### config.mk
export PLATFORM = sky130hd
export DESIGN_NAME = mouse_packet_decoder
export DESIGN_NICKNAME = d
export VERILOG_FILES = /design/src/rtl/mpd_pkg.sv /design/src/rtl/mpd_front.sv /design/src/rtl/mpd_queue.sv /design/src/rtl/mpd_back.sv /design/src/rtl/mouse_packet_decoder.sv
export SDC_FILE = /design/constraint.sdc
export NUM_CORES = 1
export LEC_CHECK = 0
export ABC_CLOCK_PERIOD_IN_PS = 8700
export BUFFER_PORTS_ARGS = -buffer_cell sky130_fd_sc_hd__buf_4
export CORE_MARGIN = 5
export CORE_UTILIZATION = 45
export DETAILED_ROUTE_END_ITERATION = 8
export SLEW_MARGIN = 0
export SYNTH_ARGS = -nofsm -noshare
export SYNTH_HDL_FRONTEND = slang
export SYNTH_SLANG_ARGS = --single-unit
### constraint.sdc
create_clock -name aclk -period 8.7 [get_ports aclk]
set_clock_uncertainty 0.2 [all_clocks]
set_input_delay 1.74 -clock aclk [delete_from_list [all_inputs] [get_ports aclk]]
set_output_delay 1.74 -clock aclk [all_outputs]
set_load 0.005 [all_outputs]
### src/rtl/mpd_pkg.sv
// shared types and constants for the mouse packet decoder
`timescale 1ns / 1ps

package mpd_pkg;

    // configuration register indexes
    localparam logic [2:0] CFG_PACKET_FOUR   = 3'd0;
    localparam logic [2:0] CFG_EXTRA_BUTTONS = 3'd1;
    localparam logic [2:0] CFG_BOUNDS_ENABLE = 3'd2;
    localparam logic [2:0] CFG_DISP_WIDTH    = 3'd3;
    localparam logic [2:0] CFG_DISP_HEIGHT   = 3'd4;

    localparam logic [14:0] DISP_WIDTH_RESET  = 15'd640;
    localparam logic [14:0] DISP_HEIGHT_RESET = 15'd480;

    // bit positions in the first packet byte
    localparam int SYNC_BIT   = 3;
    localparam int X_SIGN_BIT = 4;
    localparam int Y_SIGN_BIT = 5;
    localparam int X_OVF_BIT  = 6;
    localparam int Y_OVF_BIT  = 7;

    // bit positions in the fourth packet byte
    localparam int BTN4_BIT = 4;
    localparam int BTN5_BIT = 5;

    // event flag bits
    localparam int EVT_MOVE   = 0;
    localparam int EVT_BUTTON = 1;
    localparam int EVT_WHEEL  = 2;

    typedef struct packed {
        logic        packet_four;
        logic        extra_buttons;
        logic        bounds_enable;
        logic [14:0] disp_width;
        logic [14:0] disp_height;
    } cfg_t;

    // one command between the front and back parts
    typedef struct packed {
        logic               is_set;
        logic [4:0]         buttons;
        logic signed [8:0]  move_x;
        logic signed [9:0]  move_y;
        logic signed [3:0]  wheel;
        logic signed [15:0] set_x;
        logic signed [15:0] set_y;
    } cmd_t;

endpackage

### src/rtl/mpd_front.sv
// front part: byte assembly, sync check and packet field decode
`timescale 1ns / 1ps

module mpd_front (
    input  logic                aclk,
    input  logic                aresetn,
    input  mpd_pkg::cfg_t       cfg,
    input  logic                s_valid,
    input  logic                s_ready,
    input  logic                s_req_type,
    input  logic [7:0]          s_data_byte,
    input  logic signed [15:0]  s_set_x,
    input  logic signed [15:0]  s_set_y,
    output logic                push_valid,
    output mpd_pkg::cmd_t       push_cmd
);
    import mpd_pkg::*;

    logic [1:0] byte_count_reg;
    logic [1:0] byte_count_next;
    logic [7:0] store_reg [3];

    logic       accept;
    logic       data_accept;
    logic       sync_ok;
    logic       last_byte;
    logic [7:0] b0;
    logic [7:0] b1;
    logic [7:0] b2;
    logic [7:0] b3;
    logic [9:0] dy_ext;

    assign accept      = s_valid && s_ready;
    assign data_accept = accept && !s_req_type;
    assign sync_ok     = (byte_count_reg != 2'd0) || s_data_byte[SYNC_BIT];
    // a count already at three completes in either packet mode
    assign last_byte   = cfg.packet_four ? (byte_count_reg == 2'd3) : (byte_count_reg >= 2'd2);

    always_comb begin
        b0 = store_reg[0];
        b1 = store_reg[1];
        b2 = (byte_count_reg == 2'd3) ? store_reg[2] : s_data_byte;
        b3 = (cfg.packet_four && byte_count_reg == 2'd3) ? s_data_byte : 8'd0;
        dy_ext = {b0[Y_SIGN_BIT], b0[Y_SIGN_BIT], b2};

        push_cmd.is_set = s_req_type;
        push_cmd.set_x  = s_set_x;
        push_cmd.set_y  = s_set_y;
        push_cmd.buttons = {2'b00, b0[2:0]};
        if (cfg.packet_four && cfg.extra_buttons) begin
            push_cmd.buttons[3] = b3[BTN4_BIT];
            push_cmd.buttons[4] = b3[BTN5_BIT];
        end
        push_cmd.move_x = b0[X_OVF_BIT] ? 9'sd0 : $signed({b0[X_SIGN_BIT], b1});
        push_cmd.move_y = b0[Y_OVF_BIT] ? 10'sd0 : $signed(10'd0 - dy_ext);
        push_cmd.wheel  = cfg.packet_four ? $signed(b3[3:0]) : 4'sd0;
    end

    assign push_valid = accept && (s_req_type || (sync_ok && last_byte));

    always_comb begin
        byte_count_next = byte_count_reg;
        if (data_accept && sync_ok) begin
            byte_count_next = last_byte ? 2'd0 : byte_count_reg + 2'd1;
        end
    end

    always_ff @(posedge aclk) begin
        if (!aresetn) begin
            byte_count_reg <= 2'd0;
        end else begin
            byte_count_reg <= byte_count_next;
        end
    end

    always_ff @(posedge aclk) begin
        if (data_accept && sync_ok && !last_byte) begin
            store_reg[byte_count_reg] <= s_data_byte;
        end
    end

endmodule

### src/rtl/mpd_queue.sv
// two-entry command queue between front and back
`timescale 1ns / 1ps

module mpd_queue (
    input  logic          aclk,
    input  logic          aresetn,
    input  logic          push,
    input  mpd_pkg::cmd_t push_cmd,
    output logic          not_full,
    input  logic          pop,
    output logic          q_valid,
    output mpd_pkg::cmd_t q_cmd
);
    import mpd_pkg::*;

    cmd_t       entry_reg [2];
    logic       wr_ptr_reg;
    logic       rd_ptr_reg;
    logic [1:0] count_reg;
    logic [1:0] count_next;

    assign not_full = (count_reg != 2'd2);
    assign q_valid  = (count_reg != 2'd0);
    assign q_cmd    = entry_reg[rd_ptr_reg];

    always_comb begin
        count_next = count_reg;
        if (push && !pop) begin
            count_next = count_reg + 2'd1;
        end else if (pop && !push) begin
            count_next = count_reg - 2'd1;
        end
    end

    always_ff @(posedge aclk) begin
        if (!aresetn) begin
            wr_ptr_reg <= 1'b0;
            rd_ptr_reg <= 1'b0;
            count_reg  <= 2'd0;
        end else begin
            if (push) begin
                wr_ptr_reg <= !wr_ptr_reg;
            end
            if (pop) begin
                rd_ptr_reg <= !rd_ptr_reg;
            end
            count_reg <= count_next;
        end
    end

    always_ff @(posedge aclk) begin
        if (push) begin
            entry_reg[wr_ptr_reg] <= push_cmd;
        end
    end

endmodule

### src/rtl/mpd_back.sv
// back part: cursor accumulation, clamping, flags and result register
`timescale 1ns / 1ps

module mpd_back #(
    parameter int POSITION_WIDTH = 16
) (
    input  logic               aclk,
    input  logic               aresetn,
    input  mpd_pkg::cfg_t      cfg,
    input  logic               q_valid,
    input  mpd_pkg::cmd_t      q_cmd,
    output logic               q_pop,
    output logic               m_valid,
    input  logic               m_ready,
    output logic [4:0]         m_buttons,
    output logic [4:0]         m_buttons_changed,
    output logic signed [8:0]  m_move_x,
    output logic signed [9:0]  m_move_y,
    output logic signed [3:0]  m_wheel_step,
    output logic signed [15:0] m_cursor_pos_x,
    output logic signed [15:0] m_cursor_pos_y,
    output logic [2:0]         m_event_flags
);
    import mpd_pkg::*;

    // cursor storage must also hold screen coordinates up to 15 bits
    localparam int CW = (POSITION_WIDTH > 16) ? POSITION_WIDTH : 16;
    localparam logic signed [CW:0] POS_HI = {{(CW - POSITION_WIDTH + 2){1'b0}},
                                            {(POSITION_WIDTH - 1){1'b1}}};
    localparam logic signed [CW:0] POS_LO = ~POS_HI;

    function automatic logic signed [CW-1:0] limit_axis(input logic signed [CW:0] v,
                                                        input logic [14:0] size,
                                                        input logic bounds);
        logic signed [CW:0] size_ext;
        logic signed [CW:0] r;
        size_ext = $signed({{(CW - 14){1'b0}}, size});
        r = v;
        if (bounds) begin
            if (r[CW]) begin
                r = '0;
            end
            // an empty screen ends at minus one
            if (r >= size_ext) begin
                r = size_ext - (CW + 1)'(1);
            end
        end else begin
            if (r > POS_HI) begin
                r = POS_HI;
            end
            if (r < POS_LO) begin
                r = POS_LO;
            end
        end
        return r[CW-1:0];
    endfunction

    logic signed [CW-1:0] cur_x_reg;
    logic signed [CW-1:0] cur_y_reg;
    logic [4:0]           last_btn_reg;
    logic                 m_valid_reg;
    logic [4:0]           buttons_reg;
    logic [4:0]           changed_reg;
    logic signed [8:0]    move_x_reg;
    logic signed [9:0]    move_y_reg;
    logic signed [3:0]    wheel_reg;
    logic signed [15:0]   pos_x_reg;
    logic signed [15:0]   pos_y_reg;
    logic [2:0]           flags_reg;

    logic                 pop_pkt;
    logic signed [CW:0]   raw_x;
    logic signed [CW:0]   raw_y;
    logic signed [CW-1:0] cur_x_next;
    logic signed [CW-1:0] cur_y_next;
    logic [2:0]           flags_next;

    assign q_pop   = q_valid && (q_cmd.is_set || !m_valid_reg || m_ready);
    assign pop_pkt = q_pop && !q_cmd.is_set;

    always_comb begin
        if (q_cmd.is_set) begin
            raw_x = $signed({{(CW - 15){q_cmd.set_x[15]}}, q_cmd.set_x});
            raw_y = $signed({{(CW - 15){q_cmd.set_y[15]}}, q_cmd.set_y});
        end else begin
            raw_x = $signed({cur_x_reg[CW-1], cur_x_reg})
                  + $signed({{(CW - 8){q_cmd.move_x[8]}}, q_cmd.move_x});
            raw_y = $signed({cur_y_reg[CW-1], cur_y_reg})
                  + $signed({{(CW - 9){q_cmd.move_y[9]}}, q_cmd.move_y});
        end
        cur_x_next = limit_axis(raw_x, cfg.disp_width, cfg.bounds_enable);
        cur_y_next = limit_axis(raw_y, cfg.disp_height, cfg.bounds_enable);
        flags_next = 3'd0;
        flags_next[EVT_MOVE]   = (q_cmd.move_x != 9'sd0) || (q_cmd.move_y != 10'sd0);
        flags_next[EVT_BUTTON] = (q_cmd.buttons != last_btn_reg);
        flags_next[EVT_WHEEL]  = (q_cmd.wheel != 4'sd0);
    end

    always_ff @(posedge aclk) begin
        if (!aresetn) begin
            cur_x_reg    <= '0;
            cur_y_reg    <= '0;
            last_btn_reg <= 5'd0;
            m_valid_reg  <= 1'b0;
        end else begin
            if (q_pop) begin
                cur_x_reg <= cur_x_next;
                cur_y_reg <= cur_y_next;
            end
            if (pop_pkt) begin
                last_btn_reg <= q_cmd.buttons;
                m_valid_reg  <= 1'b1;
            end else if (m_ready) begin
                m_valid_reg  <= 1'b0;
            end
        end
    end

    always_ff @(posedge aclk) begin
        if (pop_pkt) begin
            buttons_reg <= q_cmd.buttons;
            changed_reg <= q_cmd.buttons ^ last_btn_reg;
            move_x_reg  <= q_cmd.move_x;
            move_y_reg  <= q_cmd.move_y;
            wheel_reg   <= q_cmd.wheel;
            pos_x_reg   <= cur_x_next[15:0];
            pos_y_reg   <= cur_y_next[15:0];
            flags_reg   <= flags_next;
        end
    end

    assign m_valid           = m_valid_reg;
    assign m_buttons         = buttons_reg;
    assign m_buttons_changed = changed_reg;
    assign m_move_x          = move_x_reg;
    assign m_move_y          = move_y_reg;
    assign m_wheel_step      = wheel_reg;
    assign m_cursor_pos_x    = pos_x_reg;
    assign m_cursor_pos_y    = pos_y_reg;
    assign m_event_flags     = flags_reg;

`ifndef SYNTHESIS
    a_pkt_gives_result: assert property (@(posedge aclk) disable iff (!aresetn)
        pop_pkt |=> m_valid_reg)
        else $error("packet popped without a result");
    a_button_flag: assert property (@(posedge aclk) disable iff (!aresetn)
        m_valid_reg |-> (flags_reg[EVT_BUTTON] == (changed_reg != 5'd0)))
        else $error("button flag disagrees with change mask");
    a_move_flag: assert property (@(posedge aclk) disable iff (!aresetn)
        m_valid_reg |-> (flags_reg[EVT_MOVE] ==
                         ((move_x_reg != 9'sd0) || (move_y_reg != 10'sd0))))
        else $error("movement flag disagrees with deltas");
    a_no_overwrite: assert property (@(posedge aclk) disable iff (!aresetn)
        (m_valid_reg && !m_ready) |-> !pop_pkt)
        else $error("pending result overwritten");
`endif

endmodule

### src/rtl/mouse_packet_decoder.sv
// mouse packet decoder top level: configuration registers and part wiring
// a packet is queued, then its pop loads the registered result behind m_valid
// throughput: one transaction per cycle while no result waits on m_ready
// a two-entry queue lets byte intake run while a result waits on m_ready
// reset (aresetn low, synchronous) clears byte count, cursor, button history,
// the queue and the result valid, and loads configuration defaults; no clearing pass
`timescale 1ns / 1ps

module mouse_packet_decoder #(
    parameter int POSITION_WIDTH = 16
) (
    input  logic               aclk,
    input  logic               aresetn,
    input  logic               cfg_valid,
    output logic               cfg_ready,
    input  logic [2:0]         cfg_addr,
    input  logic [14:0]        cfg_data,
    input  logic               s_valid,
    output logic               s_ready,
    input  logic               s_req_type,
    input  logic [7:0]         s_data_byte,
    input  logic signed [15:0] s_set_x,
    input  logic signed [15:0] s_set_y,
    output logic               m_valid,
    input  logic               m_ready,
    output logic [4:0]         m_buttons,
    output logic [4:0]         m_buttons_changed,
    output logic signed [8:0]  m_move_x,
    output logic signed [9:0]  m_move_y,
    output logic signed [3:0]  m_wheel_step,
    output logic signed [15:0] m_cursor_pos_x,
    output logic signed [15:0] m_cursor_pos_y,
    output logic [2:0]         m_event_flags
);
    import mpd_pkg::*;

    cfg_t cfg_reg;
    logic push_valid;
    cmd_t push_cmd;
    logic q_valid;
    logic q_pop;
    cmd_t q_cmd;

    assign cfg_ready = 1'b1;

    always_ff @(posedge aclk) begin
        if (!aresetn) begin
            cfg_reg.packet_four   <= 1'b0;
            cfg_reg.extra_buttons <= 1'b0;
            cfg_reg.bounds_enable <= 1'b0;
            cfg_reg.disp_width    <= DISP_WIDTH_RESET;
            cfg_reg.disp_height   <= DISP_HEIGHT_RESET;
        end else if (cfg_valid) begin
            case (cfg_addr)
                CFG_PACKET_FOUR:   cfg_reg.packet_four   <= cfg_data[0];
                CFG_EXTRA_BUTTONS: cfg_reg.extra_buttons <= cfg_data[0];
                CFG_BOUNDS_ENABLE: cfg_reg.bounds_enable <= cfg_data[0];
                CFG_DISP_WIDTH:    cfg_reg.disp_width    <= cfg_data;
                CFG_DISP_HEIGHT:   cfg_reg.disp_height   <= cfg_data;
                default: begin
                end
            endcase
        end
    end

    mpd_front u_front (
        .aclk        (aclk),
        .aresetn     (aresetn),
        .cfg         (cfg_reg),
        .s_valid     (s_valid),
        .s_ready     (s_ready),
        .s_req_type  (s_req_type),
        .s_data_byte (s_data_byte),
        .s_set_x     (s_set_x),
        .s_set_y     (s_set_y),
        .push_valid  (push_valid),
        .push_cmd    (push_cmd)
    );

    mpd_queue u_queue (
        .aclk     (aclk),
        .aresetn  (aresetn),
        .push     (push_valid),
        .push_cmd (push_cmd),
        .not_full (s_ready),
        .pop      (q_pop),
        .q_valid  (q_valid),
        .q_cmd    (q_cmd)
    );

    mpd_back #(
        .POSITION_WIDTH (POSITION_WIDTH)
    ) u_back (
        .aclk              (aclk),
        .aresetn           (aresetn),
        .cfg               (cfg_reg),
        .q_valid           (q_valid),
        .q_cmd             (q_cmd),
        .q_pop             (q_pop),
        .m_valid           (m_valid),
        .m_ready           (m_ready),
        .m_buttons         (m_buttons),
        .m_buttons_changed (m_buttons_changed),
        .m_move_x          (m_move_x),
        .m_move_y          (m_move_y),
        .m_wheel_step      (m_wheel_step),
        .m_cursor_pos_x    (m_cursor_pos_x),
        .m_cursor_pos_y    (m_cursor_pos_y),
        .m_event_flags     (m_event_flags)
    );

endmodule
==> results.sh, run 1 <==
export IMPL_synth_edff_count=213
export IMPL_dieWidth_um=189.2
export IMPL_min_delay_path_depth=0
export IMPL_peakVddDrop_mv=0.2077
export IMPL_min_delay_path_class="flip-flop to flip-flop"
export IMPL_slew_limit_headroom_pct=21.02
export IMPL_worst_ep_required_time_ns=8.76
export IMPL_post_synth_top_area_fraction_pct=44.26
export IMPL_grt_start_max_net_pins=63
export IMPL_synth_yosys_seq_area_share_pct=55.06
export IMPL_rsz0062_at_grt="no"
export IMPL_netlist_cell_type_count=81
export IMPL_gr_total_overflow=0
export IMPL_leakage_nw=6.397
export IMPL_length_of_the_first_detailed_routing_pass_in_iterations=5
export IMPL_critical_path_top_delay_family="compound AO/OA/AOI/OAI gates"
export IMPL_vias=10300
export IMPL_setup_slack_after_layout_ns=1.752
export IMPL_pwr_density_cell_nw_per_um2=367.9
export IMPL_crit_reg2reg_capture="u_back.m_cursor_pos_y[13]$_DFFE_PP_"
export IMPL_floorplan_initialDensity_pct=45.68
export IMPL_max_reg_flops=122
export IMPL_synthesis_area_per_instance_um2=10.98
export IMPL_clockRootBuffer="clkbuf_16"
export IMPL_grt_pass1_vias=10190
export IMPL_grt_usage_pct=20.56
export IMPL_synth_area_leader_cell="edfxtp_1"
export IMPL_multiInputGateArea_um2=6042
export IMPL_syn_to_final_growth_pct=16.56
export IMPL_die_area_um2=35800
export IMPL_clk_transition_reported_paths_ns=0.06
export IMPL_synth_area_leaders="edfxtp_1 44%, dfxtp_1 11%, ha_1 5.9%"
export IMPL_start_kind="flip-flop"
export IMPL_wl_per_cell_um=19.93
export IMPL_final_net_count=1569
export IMPL_fp_row_count=65
export IMPL_nFillCells=2772
export IMPL_postSynthCellCount=1316
export IMPL_count_of_port_buffers_added_during_placement=133
export IMPL_worstPathMaxFanout=62
export IMPL_synth_nets=1450
export IMPL_cts_repair_resized=0
export IMPL_antenna_found_initial=0
export IMPL_critical_path_class="flip-flop to flip-flop"
export IMPL_globalRouteMet3Util_pct=2.895
export IMPL_cts_tree="done"
export IMPL_gr_usage_met1_pct=27.71
export IMPL_layout_drive_gt1_share_pct=17.11
export IMPL_timing_hold_worst_endpoint="u_queue.entry_reg[1][56]$_DFFE_PP_"
export IMPL_max_cap_violations=0
export IMPL_sequential_cell_area_um2=7961
export IMPL_setup_viol=0
export IMPL_num_antenna_cells=0
export IMPL_yosys_register_bits=291
export IMPL_final_ant_viol_nets=0
export IMPL_fin_util_pct=53.25
export IMPL_grt_met2_usage_pct=33.74
export IMPL_grt_pass1_wl_mm=58.09
export IMPL_max_slew_worst_pin_slew_ns=1.182
export IMPL_fp_dieH_um=189.2
export IMPL_gpl_congestion=0.8860
export IMPL_fin_setup_tns_ns=0
export IMPL_synth_most_common_cell="edfxtp_1"
export IMPL_synth_async_sr_flop_share_pct=0
export IMPL_worst_r2r_path_depth=23
export IMPL_critPathArrivalTime_ns=7.00
export IMPL_synth_commonest_cells="213 x edfxtp_1, 129 x nand2_1, 112 x a21oi_1"
export IMPL_ys_flop_type="edfxtp_1"
export IMPL_critical_path_top_cell_by_count="a21oi_1"
export IMPL_detail_route_iter0_violations=742
export IMPL_worst_r2r_setup_slack_ns=1.75
export IMPL_cp_num_buf_inv=2
export IMPL_timing_hold_worst_start="u_front.store_reg[0][1]$_DFFE_PP_"
export IMPL_cts_htree_levels=2
export IMPL_cts_post_setup_buffers_inserted=0
export IMPL_finalHoldViolations=0
export IMPL_clock_sinks=291
export IMPL_synth_yosys_warnings=0
export IMPL_avgViaCountPerCell=5.530
export IMPL_slew_limit_fails=0
export IMPL_post_route_drc_count=0
export IMPL_critical_path_cell_chain="mux2i_1 > inv_1 > ha_1 > a211oi_1 > o2111ai_1 > a31oi_1 > o21ai_0 > a221o_1 > a21oi_1 > xnor2_1 > nand2_1 > a21oi_1 > ha_1 > and4_1 > nand3_1 > a311o_1 > nor3_1 > a211oi_1 > o211ai_2 > o21a_1 > a31oi_1 > a21oi_1 > inv_1"
export IMPL_mappedNetlistArea_um2=14450
export IMPL_grt_most_used_layer="met2"
export IMPL_ctsHoldBuffers=0
export IMPL_inserted_clock_buffers=34
export IMPL_endpoint_kind="flip-flop"
export IMPL_post_place_ws_ns=1.786
export IMPL_timing_critical_path_slowest_stage_cell="dfxtp_4"
export IMPL_finalWirelength_mm=37.13
export IMPL_dpl_hpwl_mm=26.85
export IMPL_result_of_the_run="finished, final reports clean"
export IMPL_final_min_period_over_clock_period_pct=79.87
export IMPL_period_needed_ns=6.948
export IMPL_critical_path_max_stage_delay_ns=0.99
export IMPL_max_clock_freq_ghz=0.1439
export IMPL_worstSkewPairLatency_ns=0.51
export IMPL_num_io_pins=135
export IMPL_area_of_the_core_region_um2=31640
export IMPL_clk_path_buf_depth=3
==> cell type report <==
| type | instances | share of cell area (%) |
|---|---|---|
| flip-flops and latches | 291 | 47.26 |
| multi-input cells | 906 | 35.87 |
| repair buffers | 139 | 6.195 |
| clock buffers | 43 | 5.437 |
| well taps | 402 | 2.986 |
| inverters | 63 | 1.404 |
| clock inverters | 19 | 0.8468 |
==> cells in the final DEF, fill, tap and decap left out, drive strengths merged, types with 43 or more instances in the layout <==
cell type,Yosys,final
edfxtp,213,213
nand2,131,131
dfxtp,78,78
ha,68,68
buf,17,139
nor2,105,105
clkbuf,39,43
inv,63,63
xnor2,43,43
mux2i,44,44
a21oi,114,114
o21ai,67,67
==> power breakdown <==
group          total, W  leakage [nW]  internal [W]  switching (W)
Clock           0.00134         0.512      0.000781       0.000560
Combinational   0.00281          3.29       0.00111        0.00170
Sequential      0.00205          2.60       0.00185       0.000192
==> worst register-to-register path: stages, from the launching register on <==
cell       delay (ns)
dfxtp_4          0.99
mux2i_1          0.41
inv_1            0.12
ha_1             0.32
a211oi_1         0.37
o2111ai_1        0.18
a31oi_1          0.41
o21ai_0          0.30
a221o_1          0.35
a21oi_1          0.20
xnor2_1          0.08
nand2_1          0.09
a21oi_1          0.08
ha_1             0.33
and4_1           0.16
nand3_1          0.14
a311o_1          0.31
nor3_1           0.15
a211oi_1         0.09
o211ai_2         0.76
o21a_1           0.34
a31oi_1          0.06
a21oi_1          0.19
inv_1            0.06
==> per-stage QoR <==
step                      std cells  power [W]  area, um^2  hold slack (ns)
after detailed placement       1801   0.004874       15790           0.2483
after global placement         1801   0.004854       15790           0.2516
final                          1863   0.006198       16840           0.2667
after CTS                      1863   0.006242       16840           0.2580
after global routing           1863   0.006644       16840           0.2645
after floorplan                1316   0.004042       14450           0.2215
==> routing by layer <==
layer,share of wire (%),vias to the layer above
li1,-,5022
met1,44,4921
met2,47,284
met3,4.5,75
met4,4.2,0
met5,0,-
==> cell families (layout without fill, tap and decap cells) <==
kind of cell               Yosys count  after routing  synth area share (%)
AOI/OAI and AO/OA                  297            297                 13.15
xor gates and xnor gates            61             61                 3.697
adders and majority gates           70             70                 6.165
buffers and inverters              119            264                 3.229
DFF                                291            291                 55.06
muxes                               75             75                 5.463
other                                1              1               0.02595
and+or+nand+nor                    402            402                 13.20
==> how the worst max path moves through the flow <==
| stage | from | end | slack, ns | cells after the start |
|---|---|---|---|---|
| after floorplan | s_data_byte[3] | u_queue.entry_reg[0][0]$_DFFE_PP_ | 1.88 | 4 |
| after global placement | flip-flop | u_back.m_cursor_pos_y[4]$_DFFE_PP_ | 2.00 | 23 |
| after detailed placement | flip-flop | u_back.m_cursor_pos_y[13]$_DFFE_PP_ | 1.79 | 23 |
| after CTS | flip-flop | u_back.m_cursor_pos_y[13]$_DFFE_PP_ | 1.76 | 23 |
| after global routing | flip-flop | u_back.cur_y_reg[10]$_SDFFE_PN0P_ | 1.17 | 22 |
| final | flip-flop | u_back.m_cursor_pos_y[13]$_DFFE_PP_ | 1.75 | 23 |
(Power assumes the default switching activity.)
==> inputs of run 2 (changes only) <==
--- a/config.mk
+++ b/config.mk
@@ -5,7 +5,8 @@
 export SDC_FILE = /design/constraint.sdc
 export NUM_CORES = 1
 export LEC_CHECK = 0
-export ABC_CLOCK_PERIOD_IN_PS = 8700
+export ABC_AREA = 1
+export ABC_CLOCK_PERIOD_IN_PS = 6750
 export BUFFER_PORTS_ARGS = -buffer_cell sky130_fd_sc_hd__buf_4
 export CORE_MARGIN = 5
 export CORE_UTILIZATION = 45
==> constraint.sdc (replaced) <==
create_clock -name aclk -period 6.75 [get_ports aclk]
set_clock_uncertainty 0.2 [all_clocks]
set_input_delay 1.35 -clock aclk [delete_from_list [all_inputs] [get_ports aclk]]
set_output_delay 1.35 -clock aclk [all_outputs]
set_load 0.005 [all_outputs]
==> results.sh, run 2 <==
export IMPL_vias=11670
export IMPL_max_reg_flops=122
export IMPL_layout_drive_gt1_share_pct=14.90
export IMPL_placed_cells=2215
export IMPL_final_min_period_over_clock_period_pct=79.28
export IMPL_avgViaCountPerCell=5.136
export IMPL_grt_pass1_wl_mm=60.82
export IMPL_place_area_um2=16470
export IMPL_length_of_the_first_detailed_routing_pass_in_iterations=6
export IMPL_max_slew_worst_pin_slew_ns=1.141
export IMPL_detail_route_iter0_violations=890
export IMPL_cts_repair_resized=0
export IMPL_inserted_clock_buffers=31
export IMPL_critical_path_top_cell_by_count="nand2_1"
export IMPL_finalWirelength_mm=38.89
export IMPL_min_delay_path_class="flip-flop to flip-flop"
export IMPL_critical_path_top_delay_family="simple AND/OR/NAND/NOR gates"
export IMPL_dpl_hpwl_mm=28.38
export IMPL_final_cell_count_no_fill=2273
export IMPL_clk_transition_reported_paths_ns=0.06
export IMPL_synth_commonest_cells="358 x nand2_1, 222 x inv_1, 213 x edfxtp_1"
export IMPL_clock_sinks=291
export IMPL_synthesis_area_per_instance_um2=8.973
export IMPL_ctsHoldBuffers=0
export IMPL_synth_edff_count=213
export IMPL_critPathArrivalTime_ns=5.44
export IMPL_setup_viol=0
export IMPL_peakVddDrop_mv=0.2299
export IMPL_cts_htree_levels=1
export IMPL_synth_yosys_seq_area_share_pct=52.76
export IMPL_multiInputGateArea_um2=6032
export IMPL_ys_flop_type="edfxtp_1"
export IMPL_die_area_um2=37280
export IMPL_finalHoldViolations=0
export IMPL_postLayoutCellArea_um2=17480
export IMPL_grt_start_max_net_pins=66
export IMPL_start_kind="flip-flop"
export IMPL_period_needed_ns=5.351
export IMPL_grt_pass1_vias=11110
export IMPL_layout_commonest_cell="nand2_1"
export IMPL_area_of_the_core_region_um2=33280
export IMPL_gpl_congestion=0.8846
export IMPL_max_clock_freq_ghz=0.1869
export IMPL_endpoint_kind="flip-flop"
export IMPL_synth_nets=1815
export IMPL_post_place_ws_ns=1.363
export IMPL_yosys_register_bits=291
export IMPL_syn_to_final_growth_pct=15.92
export IMPL_wl_per_cell_um=17.11
export IMPL_clk_path_buf_depth=3
export IMPL_num_io_pins=135
export IMPL_fin_setup_tns_ns=0
export IMPL_layout_common_cells="358 x nand2_1, 220 x inv_1, 213 x edfxtp_1"
export IMPL_nFillCells=3099
export IMPL_dieWidth_um=193.1
export IMPL_worst_ep_required_time_ns=6.84
export IMPL_fp_dieH_um=193.1
export IMPL_worstPathMaxFanout=49
export IMPL_timing_critical_path_slowest_stage_cell="inv_2"
export IMPL_timing_hold_worst_start="u_front.store_reg[0][2]$_DFFE_PP_"
export IMPL_max_cap_violations=0
export IMPL_num_antenna_cells=0
export IMPL_postSynthCellCount=1681
export IMPL_leakage_nw=7.812
export IMPL_post_route_drc_count=0
export IMPL_synth_yosys_warnings=0
export IMPL_critical_path_class="flip-flop to flip-flop"
export IMPL_final_net_count=1934
export IMPL_synth_area_leader_cell="edfxtp_1"
export IMPL_setup_slack_after_layout_ns=1.399
export IMPL_synth_area_leaders="edfxtp_1 42%, dfxtp_1 10%, nand2_1 8.9%"
export IMPL_fp_row_count=67
export IMPL_cts_tree="done"
export IMPL_result_of_the_run="finished, final reports clean"
export IMPL_rsz0062_at_grt="no"
export IMPL_floorplan_initialDensity_pct=45.32
export IMPL_sequential_cell_area_um2=7959
export IMPL_cp_num_buf_inv=4
export IMPL_count_of_port_buffers_added_during_placement=133
export IMPL_pwr_density_cell_nw_per_um2=500.7
export IMPL_antenna_found_initial=1
export IMPL_netlist_cell_type_count=52
export IMPL_cts_post_setup_buffers_inserted=0
export IMPL_final_ant_viol_nets=0
export IMPL_clockRootBuffer="clkbuf_16"
export IMPL_critical_path_max_stage_delay_ns=0.64
export IMPL_mappedNetlistArea_um2=15080
export IMPL_gr_total_overflow=0
export IMPL_slew_limit_headroom_pct=22.95
export IMPL_worstSkewPairLatency_ns=0.57
export IMPL_grt_usage_pct=20.71
export IMPL_synth_most_common_cell="nand2_1"
export IMPL_synth_async_sr_flop_share_pct=0
export IMPL_post_synth_top_area_fraction_pct=42.41
export IMPL_slew_limit_fails=0
-- run 2: path summary, 6_finish.rpt --
check / cells after the start / slack (ns) / end
setup / recovery: 27 / 1.40 / u_back.m_cursor_pos_y[15]$_DFFE_PP_
hold / removal: 0 / 0.27 / u_queue.entry_reg[0][57]$_DFFE_PP_
setup reg to reg: 27 / 1.40 / u_back.m_cursor_pos_y[15]$_DFFE_PP_
hold reg to reg: 0 / 0.27 / u_queue.entry_reg[0][57]$_DFFE_PP_
-- run 2: power breakdown --
part           switching (W)  leakage [nW]  internal [W]
Combinational        0.00295          4.72       0.00152
Clock               0.000724         0.486      0.000961
Sequential          0.000159          2.61       0.00244
-- run 2: area by class of cell --
class,instances,area share (%)
Tap cell,448,3.206
Clock inverter,25,1.324
Inverter,227,4.873
Timing Repair Buffer,142,6.097
Multi-Input combinational cell,1107,34.50
Sequential cell,291,45.52
Clock buffer,33,4.480
-- run 2: cell families (layout without fill, tap and decap cells) --
kind of cell	after synthesis	after routing	synth area share [%]
and+or+nand+nor	757	757	22.22
DFF	291	291	52.76
buffers and inverters	283	427	7.350
AOI/OAI and AO/OA	231	231	8.901
adders and majority gates	70	70	5.906
xor gates and xnor gates	42	42	2.439
muxes	6	6	0.3982
other	1	1	0.02486
-- run 2: per-layer routing --
layer | vias up | global-route usage (%) | part of all wire (%)
li1 | 5857 | - | -
met1 | 5479 | 30.64 | 48
met2 | 284 | 32.83 | 45
met3 | 53 | 3.043 | 5.4
met4 | 0 | 4.031 | 1.8
met5 | - | 0 | 0
-- run 2: through the flow --
stage | utilization [%] | total power [W] | hold WS [ns]
CTS | 52.54 | 0.008826 | 0.2629
global route | 52.54 | 0.009521 | 0.2872
floorplan | - | 0.005856 | 0.2215
finish | 52.54 | 0.008755 | 0.2663
detailed placement | 49.49 | 0.007112 | 0.2463
global placement | 49.49 | 0.007075 | 0.2357
